`src/rtl/core/calu_pkg.sv`:
```
// ----------------------------------------------------------------------------
// calu_pkg
// Types and operation codes shared by the ALU with flags.
// ----------------------------------------------------------------------------
package calu_pkg;

  typedef enum logic [5:0] {
    CMD_INC8   = 6'd0,
    CMD_DEC8   = 6'd1,
    CMD_INC16  = 6'd2,
    CMD_DEC16  = 6'd3,
    CMD_ADD8   = 6'd4,
    CMD_ADC8   = 6'd5,
    CMD_SUB8   = 6'd6,
    CMD_SBC8   = 6'd7,
    CMD_CP8    = 6'd8,
    CMD_AND8   = 6'd9,
    CMD_OR8    = 6'd10,
    CMD_XOR8   = 6'd11,
    CMD_AND16  = 6'd12,
    CMD_OR16   = 6'd13,
    CMD_ADD16  = 6'd14,
    CMD_ADC16  = 6'd15,
    CMD_SUB16  = 6'd16,
    CMD_SBC16  = 6'd17,
    CMD_CPL    = 6'd18,
    CMD_BOOL   = 6'd19,
    CMD_RLCA   = 6'd20,
    CMD_RLA    = 6'd21,
    CMD_RRCA   = 6'd22,
    CMD_RRA    = 6'd23,
    CMD_RLC    = 6'd24,
    CMD_RL     = 6'd25,
    CMD_RRC    = 6'd26,
    CMD_RR     = 6'd27,
    CMD_RL16   = 6'd28,
    CMD_RR16   = 6'd29,
    CMD_SLA    = 6'd30,
    CMD_SRA    = 6'd31,
    CMD_SRL    = 6'd32,
    CMD_BIT    = 6'd33,
    CMD_SET    = 6'd34,
    CMD_RES    = 6'd35,
    CMD_ADDSP  = 6'd36,
    CMD_MUL    = 6'd37
  } calu_cmd_t;

  typedef struct packed {
    calu_cmd_t   cmd;
    logic [15:0] operand_a;
    logic [15:0] operand_b;
    logic [2:0]  bit_index;
    logic        sign_in;
    logic        zero_in;
    logic        lv_in;
    logic        carry_in;
  } calu_in_t;

  typedef struct packed {
    logic [31:0] result;
    logic        sign_out;
    logic        zero_out;
    logic        lv_out;
    logic        carry_out;
  } calu_out_t;

endpackage

```
`src/rtl/core/calu_exec.sv`:
```
// ----------------------------------------------------------------------------
// calu_exec
// Combinational execute stage: computes the result and flags of one item.
// ----------------------------------------------------------------------------
module calu_exec (
  input  calu_pkg::calu_in_t  in_i,
  output calu_pkg::calu_out_t out_o
);

  logic [15:0] a;
  logic [15:0] b;
  logic [7:0]  a8;
  logic [7:0]  b8;
  logic        ci;
  logic [8:0]  add8;
  logic [8:0]  sub8;
  logic [16:0] add16;
  logic [16:0] sub16;
  logic [16:0] sp_sum;
  logic [31:0] prod;
  logic [7:0]  bmask;

  assign a     = in_i.operand_a;
  assign b     = in_i.operand_b;
  assign a8    = a[7:0];
  assign b8    = b[7:0];
  assign bmask = 8'd1 << in_i.bit_index;
  assign prod  = 32'($signed(a) * $signed(b));

  always_comb begin
    ci = 1'b0;
    if ((in_i.cmd == calu_pkg::CMD_ADC8) || (in_i.cmd == calu_pkg::CMD_SBC8) ||
        (in_i.cmd == calu_pkg::CMD_ADC16) || (in_i.cmd == calu_pkg::CMD_SBC16)) begin
      ci = in_i.carry_in;
    end
  end

  assign add8   = {1'b0, a8} + {1'b0, b8} + {8'd0, ci};
  assign sub8   = {1'b0, a8} - {1'b0, b8} - {8'd0, ci};
  assign add16  = {1'b0, a} + {1'b0, b} + {16'd0, ci};
  assign sub16  = {1'b0, a} - {1'b0, b} - {16'd0, ci};
  assign sp_sum = {1'b0, a} + {{9{b8[7]}}, b8};

  always_comb begin
    logic [7:0]  r8;
    logic [15:0] r16;
    r8  = 8'd0;
    r16 = 16'd0;
    out_o.result    = 32'd0;
    out_o.sign_out  = in_i.sign_in;
    out_o.zero_out  = in_i.zero_in;
    out_o.lv_out    = in_i.lv_in;
    out_o.carry_out = in_i.carry_in;
    case (in_i.cmd)
      calu_pkg::CMD_INC8, calu_pkg::CMD_DEC8: begin
        r8 = (in_i.cmd == calu_pkg::CMD_INC8) ? b8 + 8'd1 : b8 - 8'd1;
        out_o.result   = {24'd0, r8};
        out_o.lv_out   = (in_i.cmd == calu_pkg::CMD_INC8) ? (r8 == 8'h80) : (r8 == 8'h7f);
        out_o.sign_out = r8[7];
        out_o.zero_out = (r8 == 8'd0);
      end
      calu_pkg::CMD_INC16: out_o.result = {16'd0, b + 16'd1};
      calu_pkg::CMD_DEC16: out_o.result = {16'd0, b - 16'd1};
      calu_pkg::CMD_ADD8, calu_pkg::CMD_ADC8: begin
        r8 = add8[7:0];
        out_o.result    = {24'd0, r8};
        out_o.carry_out = add8[8];
        out_o.lv_out    = ~(a8[7] ^ b8[7]) & (a8[7] ^ r8[7]);
        out_o.sign_out  = r8[7];
        out_o.zero_out  = (r8 == 8'd0);
      end
      calu_pkg::CMD_SUB8, calu_pkg::CMD_SBC8: begin
        r8 = sub8[7:0];
        out_o.result    = {24'd0, r8};
        out_o.carry_out = sub8[8];
        out_o.lv_out    = (a8[7] ^ b8[7]) & (a8[7] ^ r8[7]);
        out_o.sign_out  = r8[7];
        out_o.zero_out  = (r8 == 8'd0);
      end
      calu_pkg::CMD_CP8: begin
        r8 = sub8[7:0];
        out_o.lv_out    = (a8[7] ^ b8[7]) & (a8[7] ^ r8[7]);
        out_o.sign_out  = sub8[8];
        out_o.carry_out = sub8[8];
        out_o.zero_out  = (a8 == b8);
      end
      calu_pkg::CMD_AND8, calu_pkg::CMD_OR8, calu_pkg::CMD_XOR8: begin
        case (in_i.cmd)
          calu_pkg::CMD_AND8: r8 = a8 & b8;
          calu_pkg::CMD_OR8:  r8 = a8 | b8;
          default:            r8 = a8 ^ b8;
        endcase
        out_o.result    = {24'd0, r8};
        out_o.carry_out = 1'b0;
        out_o.lv_out    = (r8[7:4] != 4'd0);
        out_o.sign_out  = r8[7];
        out_o.zero_out  = (r8 == 8'd0);
      end
      calu_pkg::CMD_AND16, calu_pkg::CMD_OR16: begin
        r16 = (in_i.cmd == calu_pkg::CMD_AND16) ? (a & b) : (a | b);
        out_o.result    = {16'd0, r16};
        out_o.carry_out = 1'b0;
        out_o.lv_out    = (r16[15:12] != 4'd0);
        out_o.sign_out  = r16[15];
        out_o.zero_out  = (r16 == 16'd0);
      end
      calu_pkg::CMD_ADD16: begin
        out_o.result    = {16'd0, add16[15:0]};
        out_o.carry_out = add16[16];
      end
      calu_pkg::CMD_ADC16: begin
        r16 = add16[15:0];
        out_o.result    = {16'd0, r16};
        out_o.carry_out = add16[16];
        out_o.lv_out    = ~(a[15] ^ b[15]) & (a[15] ^ r16[15]);
        out_o.sign_out  = r16[15];
        out_o.zero_out  = (r16 == 16'd0);
      end
      calu_pkg::CMD_SUB16, calu_pkg::CMD_SBC16: begin
        r16 = sub16[15:0];
        out_o.result    = {16'd0, r16};
        out_o.carry_out = sub16[16];
        out_o.lv_out    = (a[15] ^ b[15]) & (a[15] ^ r16[15]);
        out_o.sign_out  = r16[15];
        out_o.zero_out  = (r16 == 16'd0);
      end
      calu_pkg::CMD_CPL: out_o.result = {24'd0, ~a8};
      calu_pkg::CMD_BOOL: begin
        out_o.result    = {31'd0, (a != 16'd0)};
        out_o.zero_out  = (a == 16'd0);
        out_o.sign_out  = 1'b0;
        out_o.lv_out    = 1'b0;
        out_o.carry_out = 1'b0;
      end
      calu_pkg::CMD_RLCA: begin
        out_o.result    = {24'd0, b8[6:0], b8[7]};
        out_o.carry_out = b8[7];
      end
      calu_pkg::CMD_RLA: begin
        out_o.result    = {24'd0, b8[6:0], in_i.carry_in};
        out_o.carry_out = b8[7];
      end
      calu_pkg::CMD_RRCA: begin
        out_o.result    = {24'd0, b8[0], b8[7:1]};
        out_o.carry_out = b8[0];
      end
      calu_pkg::CMD_RRA: begin
        out_o.result    = {24'd0, in_i.carry_in, b8[7:1]};
        out_o.carry_out = b8[0];
      end
      calu_pkg::CMD_RLC, calu_pkg::CMD_RL, calu_pkg::CMD_RRC, calu_pkg::CMD_RR,
      calu_pkg::CMD_SLA, calu_pkg::CMD_SRA, calu_pkg::CMD_SRL: begin
        case (in_i.cmd)
          calu_pkg::CMD_RLC: r8 = {b8[6:0], b8[7]};
          calu_pkg::CMD_RL:  r8 = {b8[6:0], in_i.carry_in};
          calu_pkg::CMD_RRC: r8 = {b8[0], b8[7:1]};
          calu_pkg::CMD_RR:  r8 = {in_i.carry_in, b8[7:1]};
          calu_pkg::CMD_SLA: r8 = {b8[6:0], 1'b0};
          calu_pkg::CMD_SRA: r8 = {b8[7], b8[7:1]};
          default:           r8 = {1'b0, b8[7:1]};
        endcase
        out_o.result    = {24'd0, r8};
        out_o.carry_out = ((in_i.cmd == calu_pkg::CMD_RLC) || (in_i.cmd == calu_pkg::CMD_RL) ||
                           (in_i.cmd == calu_pkg::CMD_SLA)) ? b8[7] : b8[0];
        out_o.lv_out    = (r8[7:4] != 4'd0);
        out_o.sign_out  = r8[7];
        out_o.zero_out  = (r8 == 8'd0);
      end
      calu_pkg::CMD_RL16, calu_pkg::CMD_RR16: begin
        r16 = (in_i.cmd == calu_pkg::CMD_RL16) ? {b[14:0], in_i.carry_in}
                                               : {in_i.carry_in, b[15:1]};
        out_o.result    = {16'd0, r16};
        out_o.carry_out = (in_i.cmd == calu_pkg::CMD_RL16) ? b[15] : b[0];
        out_o.lv_out    = (r16[15:12] != 4'd0);
        out_o.sign_out  = r16[15];
        out_o.zero_out  = (r16 == 16'd0);
      end
      calu_pkg::CMD_BIT: out_o.zero_out = ((b8 & bmask) == 8'd0);
      calu_pkg::CMD_SET: out_o.result = {24'd0, b8 | bmask};
      calu_pkg::CMD_RES: out_o.result = {24'd0, b8 & ~bmask};
      calu_pkg::CMD_ADDSP: begin
        out_o.result    = {16'd0, sp_sum[15:0]};
        out_o.carry_out = sp_sum[16];
      end
      calu_pkg::CMD_MUL: out_o.result = prod;
      default: out_o.result = 32'd0;
    endcase
  end

endmodule

```
`src/rtl/core/cpu_alu_8_16_with_flags_top.sv`:
```
// ----------------------------------------------------------------------------
// cpu_alu_8_16_with_flags_top
// ALU of an 8/16-bit processor with sign, zero, logical/overflow and carry.
// ----------------------------------------------------------------------------
// An item is taken whenever start is high; busy is never raised, so one item
// can be issued in every cycle. Each item is captured in an input register,
// executed by one pass of combinational logic and its result registered; out_valid
// pulses for one cycle per item, together with the registered result on out_item.
// The receiver cannot stall and must take each result in the cycle it appears.
module cpu_alu_8_16_with_flags_top (
  input  logic                clk,
  input  logic                rst_n,
  input  logic                start,
  output logic                busy,
  input  calu_pkg::calu_in_t  in_item,
  output logic                out_valid,
  output calu_pkg::calu_out_t out_item
);

  logic                valid_r;
  logic                valid_nxt;
  calu_pkg::calu_in_t  item_r;
  logic                out_valid_r;
  calu_pkg::calu_out_t res_nxt;
  calu_pkg::calu_out_t res_r;

  assign busy      = 1'b0;
  assign valid_nxt = start && !busy;

  always_ff @(posedge clk) begin
    if (!rst_n) begin
      valid_r     <= 1'b0;
      out_valid_r <= 1'b0;
    end else begin
      valid_r     <= valid_nxt;
      out_valid_r <= valid_r;
    end
  end

  always_ff @(posedge clk) begin
    if (valid_nxt) begin
      item_r <= in_item;
    end
    if (valid_r) begin
      res_r <= res_nxt;
    end
  end

  calu_exec u_exec (
    .in_i  (item_r),
    .out_o (res_nxt)
  );

  assign out_valid = out_valid_r;
  assign out_item  = res_r;

  a_accept_to_result: assert property (@(posedge clk) disable iff (!rst_n)
    (start && !busy) |-> ##2 out_valid)
    else $error("accepted item produced no result");

  a_no_spurious_result: assert property (@(posedge clk) disable iff (!rst_n)
    !valid_r |=> !out_valid)
    else $error("result strobe without an item in execution");

  a_stage_follows_accept: assert property (@(posedge clk) disable iff (!rst_n)
    !(start && !busy) |=> !valid_r)
    else $error("execute stage valid without an accepted item");

endmodule
```
`config.mk`:
```
export PLATFORM = sky130hd
export DESIGN_NAME = cpu_alu_8_16_with_flags_top
export DESIGN_NICKNAME = d
export VERILOG_FILES = /design/src/rtl/core/calu_pkg.sv /design/src/rtl/core/calu_exec.sv /design/src/rtl/core/cpu_alu_8_16_with_flags_top.sv
export SDC_FILE = /design/constraint.sdc
export NUM_CORES = 1
export LEC_CHECK = 0
export ABC_CLOCK_PERIOD_IN_PS = 18400
export BUFFER_PORTS_ARGS = -buffer_cell sky130_fd_sc_hd__buf_2
export CAP_MARGIN = 15
export CORE_MARGIN = 1
export CORE_UTILIZATION = 45
export CTS_CLUSTER_DIAMETER = 120
export DETAILED_ROUTE_END_ITERATION = 10
export GPL_TIMING_DRIVEN = 0
export PLACE_DENSITY = 0.69
export SETUP_SLACK_MARGIN = 0.3
export SLEW_MARGIN = 20
export SYNTH_ARGS = -nofsm -noshare
export SYNTH_HDL_FRONTEND = slang
export SYNTH_SLANG_ARGS = --single-unit
```
`constraint.sdc`:
```
create_clock -name clk -period 18.4 [get_ports clk]
set_input_delay 3.68 -clock clk [delete_from_list [all_inputs] [get_ports clk]]
set_output_delay 3.68 -clock clk [all_outputs]
set_load 0.05 [all_outputs]
```
==> results <==
- Summing the sequential cell areas from Yosys gives 12.9% of the chip area.
- The library cell used most frequently in the layout, excluding fill and tap cells, is sky130_fd_sc_hd__inv_1.
- The hold-critical path endpoint is out_item[1].
- The synthesized instance count is 2275.
- The worst-skew pair later-pin latency is 0.41 ns.
- For this run, the post-layout net count is 2864.
- In this run the most critical hold path is launched from valid_r.
- In this run the critical register-to-register path is launched from item_r[12].
- The via count of the first global-routing pass is 18100.
- The type of the worst setup path is reg2reg.
- The first-pass GRT wire length is 117000 um.
- The class of the most critical hold timing path is reg2reg.
- The placement-stage cell area is 20400 um2.
- Summed over all nets, the half-perimeter wirelength after detailed placement is 63300 um.
- The largest fanout on the critical path is 10.
- Setup violations remaining at the end of the flow were counted as 0.
- The share of post-route cells with drive strength above 1 is 7.06%.
- Using the TritonRoute via totals, the vias-per-cell ratio works out to 6.18.
- The clock input transition at the sequential cells of the worst setup and hold paths is 0.08 ns.
- Summed over all instances, the cell type with the most area after synthesis is sky130_fd_sc_hd__fa_1.
- The sum of overflow across all layers after global routing is 0.
- In the layout the commonest cells are sky130_fd_sc_hd__inv_1 (369), sky130_fd_sc_hd__fa_1 (269), sky130_fd_sc_hd__nor2_1 (253).
- The fraction of met1 tracks used by global routing is 52.0%.
- TritonCTS built the clock tree.
- Counting instances, the worst hold path has a depth of 0.
- Summed over all layers, the routed wires come to 78000 um.
- The Yosys step of the flow raised 0 warnings.
- The tool flagged a number of max-cap violations equal to 0.
- The category of the worst setup path capture point is a register.
- The met2 global-route usage is 52.9%.
- Once layout is complete, the utilization of the core stands at 49.2%.
- For this run, the top clock speed supported by timing is 110 MHz.
- After clock tree synthesis, the repair step resized 0 gates.
- In this run, synthesis produced a sequential element count of 83.
- The proportion of register bits with asynchronous set or reset after synthesis is 0%.
- Data on the critical path is required at its endpoint by 18.51 ns.
- The via count is 18000.
- Counting the fill cells in the layout gives 4131.
- At the worst endpoint, the arrival time is 9.17 ns.
- The worst max-slew margin expressed relative to the limit is 18.5%.
- After synthesis, the mean cell area works out to 8.43 um2.
- The antenna diode count is 0.
- The met3 track demand over resource is 10.4%.
- The die is 208 um tall.
- In this run the register-to-register setup slack is 9.35 ns.
- Relative to the synthesized area, the layout overhead comes to 7.73%.
- The flow ran to the end, and the final reports show no timing, DRC or antenna violations.
- After synthesis the cells add up to 19200 um2.
- STA classifies the critical path startpoint as a register.
- The initial core utilization is 45.6%.
- Setup repair after global routing left no endpoint under its margin.
- The share of the synthesized area in the top cell type is 28.1%.
- The global-route usage over all layers is 36.9%.
- The final hold violation count is 0.
- The largest net degree at the start of global routing is 47.
- In this run the tool buffered the top-level ports with 84 buffer cells.
- The number of antenna violations at the first check in global routing is 5.
- The final weighted congestion in routability-driven placement is 1.05.
- The most used flip-flop cell after synthesis is sky130_fd_sc_hd__edfxtp_1.
- The final period utilization is 49.2%.
- The number of nets handed over by synthesis was 2765.
- The worst register-to-register path has a depth of 23.
- The floorplan has 75 rows.
- The clock root buffer master is sky130_fd_sc_hd__clkbuf_16.
- The number of top-level pins is 86.
- The horizontal die dimension is 208 um.
- The number of buffers on the longest clock path is 2.
- The synthesized design contains 81 enable-type register cells.
- The average detailed-routed wire length per instance is 26.7 um.
- Once layout is done, the placed cells without fillers occupy 20700 um2.
- The post-detailed-route DRC marker count is 0.
- The detailed router finished its first iteration with 2132 violations.
- Counting the buffers created by CTS gives 9.
- Sorting the synthesized cells by area gives the leading types as sky130_fd_sc_hd__fa_1 (28%), sky130_fd_sc_hd__edfxtp_1 (13%), sky130_fd_sc_hd__ha_1 (11%).
- The clock period minus worst slack is 9.05 ns.
- The number of distinct library cells after synthesis is 94.
- The number of max-slew violations in the final report is 0.
- The final antenna-violating net count is 0.
- The floorplan step defined a core boundary enclosing 42000 um2.
- The final setup TNS is 0 ns.
- For the final database, setup skew stands at 0.0219 ns.
- The sink count of the clock tree is 83.
- The number of hold buffers added after CTS was 0.
- The die area is 43500 um2.
- The number of levels the H-tree was split into is 3.
- Buffers added to address setup during post-CTS repair amount to 0.
- The worst reg2reg path endpoint is out_item[34].
- The first TritonRoute pass finished after 6 iterations.
- The most used routing layer in global routing is met2.
- At the pin with the least slew margin, the transition time is 1.22 ns.
==> flip-flops by register name (all words and copies together), names as in the netlist <==
register	count
item_r	45
out_item	36
out_valid	1
valid_r	1
==> critical path: stages, from the launching register on <==
cell and delay [ns]:
sky130_fd_sc_hd__edfxtp_1 0.73, sky130_fd_sc_hd__clkbuf_1 0.87, sky130_fd_sc_hd__inv_1 0.45, sky130_fd_sc_hd__buf_1 0.49
sky130_fd_sc_hd__nor2_1 0.28, sky130_fd_sc_hd__fa_1 0.46, sky130_fd_sc_hd__inv_1 0.08, sky130_fd_sc_hd__fa_1 0.43
sky130_fd_sc_hd__fa_1 0.51, sky130_fd_sc_hd__inv_1 0.06, sky130_fd_sc_hd__fa_1 0.49, sky130_fd_sc_hd__fa_1 0.49
sky130_fd_sc_hd__inv_1 0.05, sky130_fd_sc_hd__fa_1 0.47, sky130_fd_sc_hd__inv_1 0.05, sky130_fd_sc_hd__ha_1 0.26
sky130_fd_sc_hd__clkbuf_1 0.17, sky130_fd_sc_hd__o21ai_0 0.48, sky130_fd_sc_hd__nand2b_1 0.27, sky130_fd_sc_hd__a41oi_2 0.29
sky130_fd_sc_hd__a311oi_1 0.75, sky130_fd_sc_hd__o211ai_1 0.29, sky130_fd_sc_hd__nand4b_1 0.16, sky130_fd_sc_hd__o311ai_1 0.15
==> cells by family (layout without fill, tap and decap cells) <==
| family | count (synthesis) | count (layout) | synth area share (%) |
|---|---|---|---|
| multiplexers | 22 | 22 | 1.17 |
| AND/OR/NAND/NOR | 714 | 714 | 17.3 |
| flip-flops | 83 | 83 | 12.9 |
| buffers and inverters | 491 | 595 | 9.89 |
| AO/OA/AOI/OAI | 448 | 448 | 15.9 |
| adder cells (fa/ha/maj) | 442 | 442 | 39.4 |
| other | 1 | 1 | 0.0195 |
| XOR/XNOR | 74 | 74 | 3.42 |
==> cell usage after synthesis (6+ instances only) <==
| cell | instances |
|---|---|
| sky130_fd_sc_hd__inv_1 | 369 |
| sky130_fd_sc_hd__fa_1 | 269 |
| sky130_fd_sc_hd__nor2_1 | 254 |
| sky130_fd_sc_hd__nand2_1 | 209 |
| sky130_fd_sc_hd__ha_1 | 173 |
| sky130_fd_sc_hd__a21oi_1 | 110 |
| sky130_fd_sc_hd__edfxtp_1 | 81 |
| sky130_fd_sc_hd__o21ai_0 | 80 |
| sky130_fd_sc_hd__clkbuf_1 | 75 |
| sky130_fd_sc_hd__nor3_1 | 52 |
| sky130_fd_sc_hd__xnor2_1 | 46 |
| sky130_fd_sc_hd__nand3_1 | 32 |
| sky130_fd_sc_hd__nand2b_1 | 29 |
| sky130_fd_sc_hd__xor2_1 | 27 |
| sky130_fd_sc_hd__o22ai_1 | 25 |
| sky130_fd_sc_hd__a211oi_1 | 22 |
| sky130_fd_sc_hd__nor4_1 | 19 |
| sky130_fd_sc_hd__mux2i_1 | 18 |
| sky130_fd_sc_hd__nand4_1 | 18 |
| sky130_fd_sc_hd__nor2b_1 | 18 |
| sky130_fd_sc_hd__o211ai_1 | 18 |
| sky130_fd_sc_hd__o21a_1 | 18 |
| sky130_fd_sc_hd__buf_2 | 17 |
| sky130_fd_sc_hd__o221ai_1 | 17 |
| sky130_fd_sc_hd__a21o_1 | 16 |
| sky130_fd_sc_hd__buf_1 | 14 |
| sky130_fd_sc_hd__a31oi_1 | 13 |
| sky130_fd_sc_hd__a221oi_1 | 11 |
| sky130_fd_sc_hd__o2111ai_1 | 11 |
| sky130_fd_sc_hd__or3_1 | 11 |
| sky130_fd_sc_hd__a2111oi_0 | 9 |
| sky130_fd_sc_hd__and2_1 | 9 |
| sky130_fd_sc_hd__clkinv_1 | 9 |
| sky130_fd_sc_hd__o31ai_1 | 9 |
| sky130_fd_sc_hd__a211o_1 | 8 |
| sky130_fd_sc_hd__and3_1 | 8 |
| sky130_fd_sc_hd__a21boi_0 | 7 |
| sky130_fd_sc_hd__a22oi_1 | 7 |
| sky130_fd_sc_hd__and4_1 | 7 |
| sky130_fd_sc_hd__o21bai_1 | 7 |
| sky130_fd_sc_hd__a221o_1 | 6 |
| sky130_fd_sc_hd__nand3b_1 | 6 |
| sky130_fd_sc_hd__nand4b_1 | 6 |
| sky130_fd_sc_hd__nor3b_1 | 6 |
==> worst max-delay path by stage <==
stage,from,end,slack (ns),cells after the start
finish,item_r[12],out_item[34],9.35,23
global route,item_r[12],out_item[34],9.08,22
CTS,item_r[12],out_item[34],9.53,23
detailed placement,item_r[12],out_item[34],9.56,23
global placement,item_r[12],out_item[34],9.67,23
floorplan,item_r[11],out_item[32],11.90,23
==> final cells by class <==
class / count / area (um2) / area share (%)
clock buffer: 9 / 225 / 1.09
tap: 539 / 674 / 3.26
inverter: 379 / 1420 / 6.88
multi-input combinational: 1701 / 14800 / 71.8
clock inverter: 7 / 81.3 / 0.394
timing repair buffer: 88 / 465 / 2.25
buffer: 112 / 475 / 2.30
sequential: 83 / 2470 / 12.0
==> metrics by stage <==
| step | std cells | hold WS (ns) | setup slack, ns |
|---|---|---|---|
| finish | 2918 | 0.717 | 9.35 |
| global route | 2918 | 0.730 | 9.08 |
| CTS | 2918 | 0.728 | 9.53 |
| detailed placement | 2902 | 0.704 | 9.56 |
| global placement | 2898 | 0.734 | 9.67 |
| floorplan | 2275 | 0.577 | 11.90 |
==> metal layers <==
metal	vias to the layer above	wire, um
met5	-	54
met4	8	3250
met3	189	8850
met2	1024	32200
met1	8966	33600
li1	7834	-
Power is left out: the tool's default activity adds up to more than one toggle a clock period on the data nets, which glitch-free logic cannot reach.
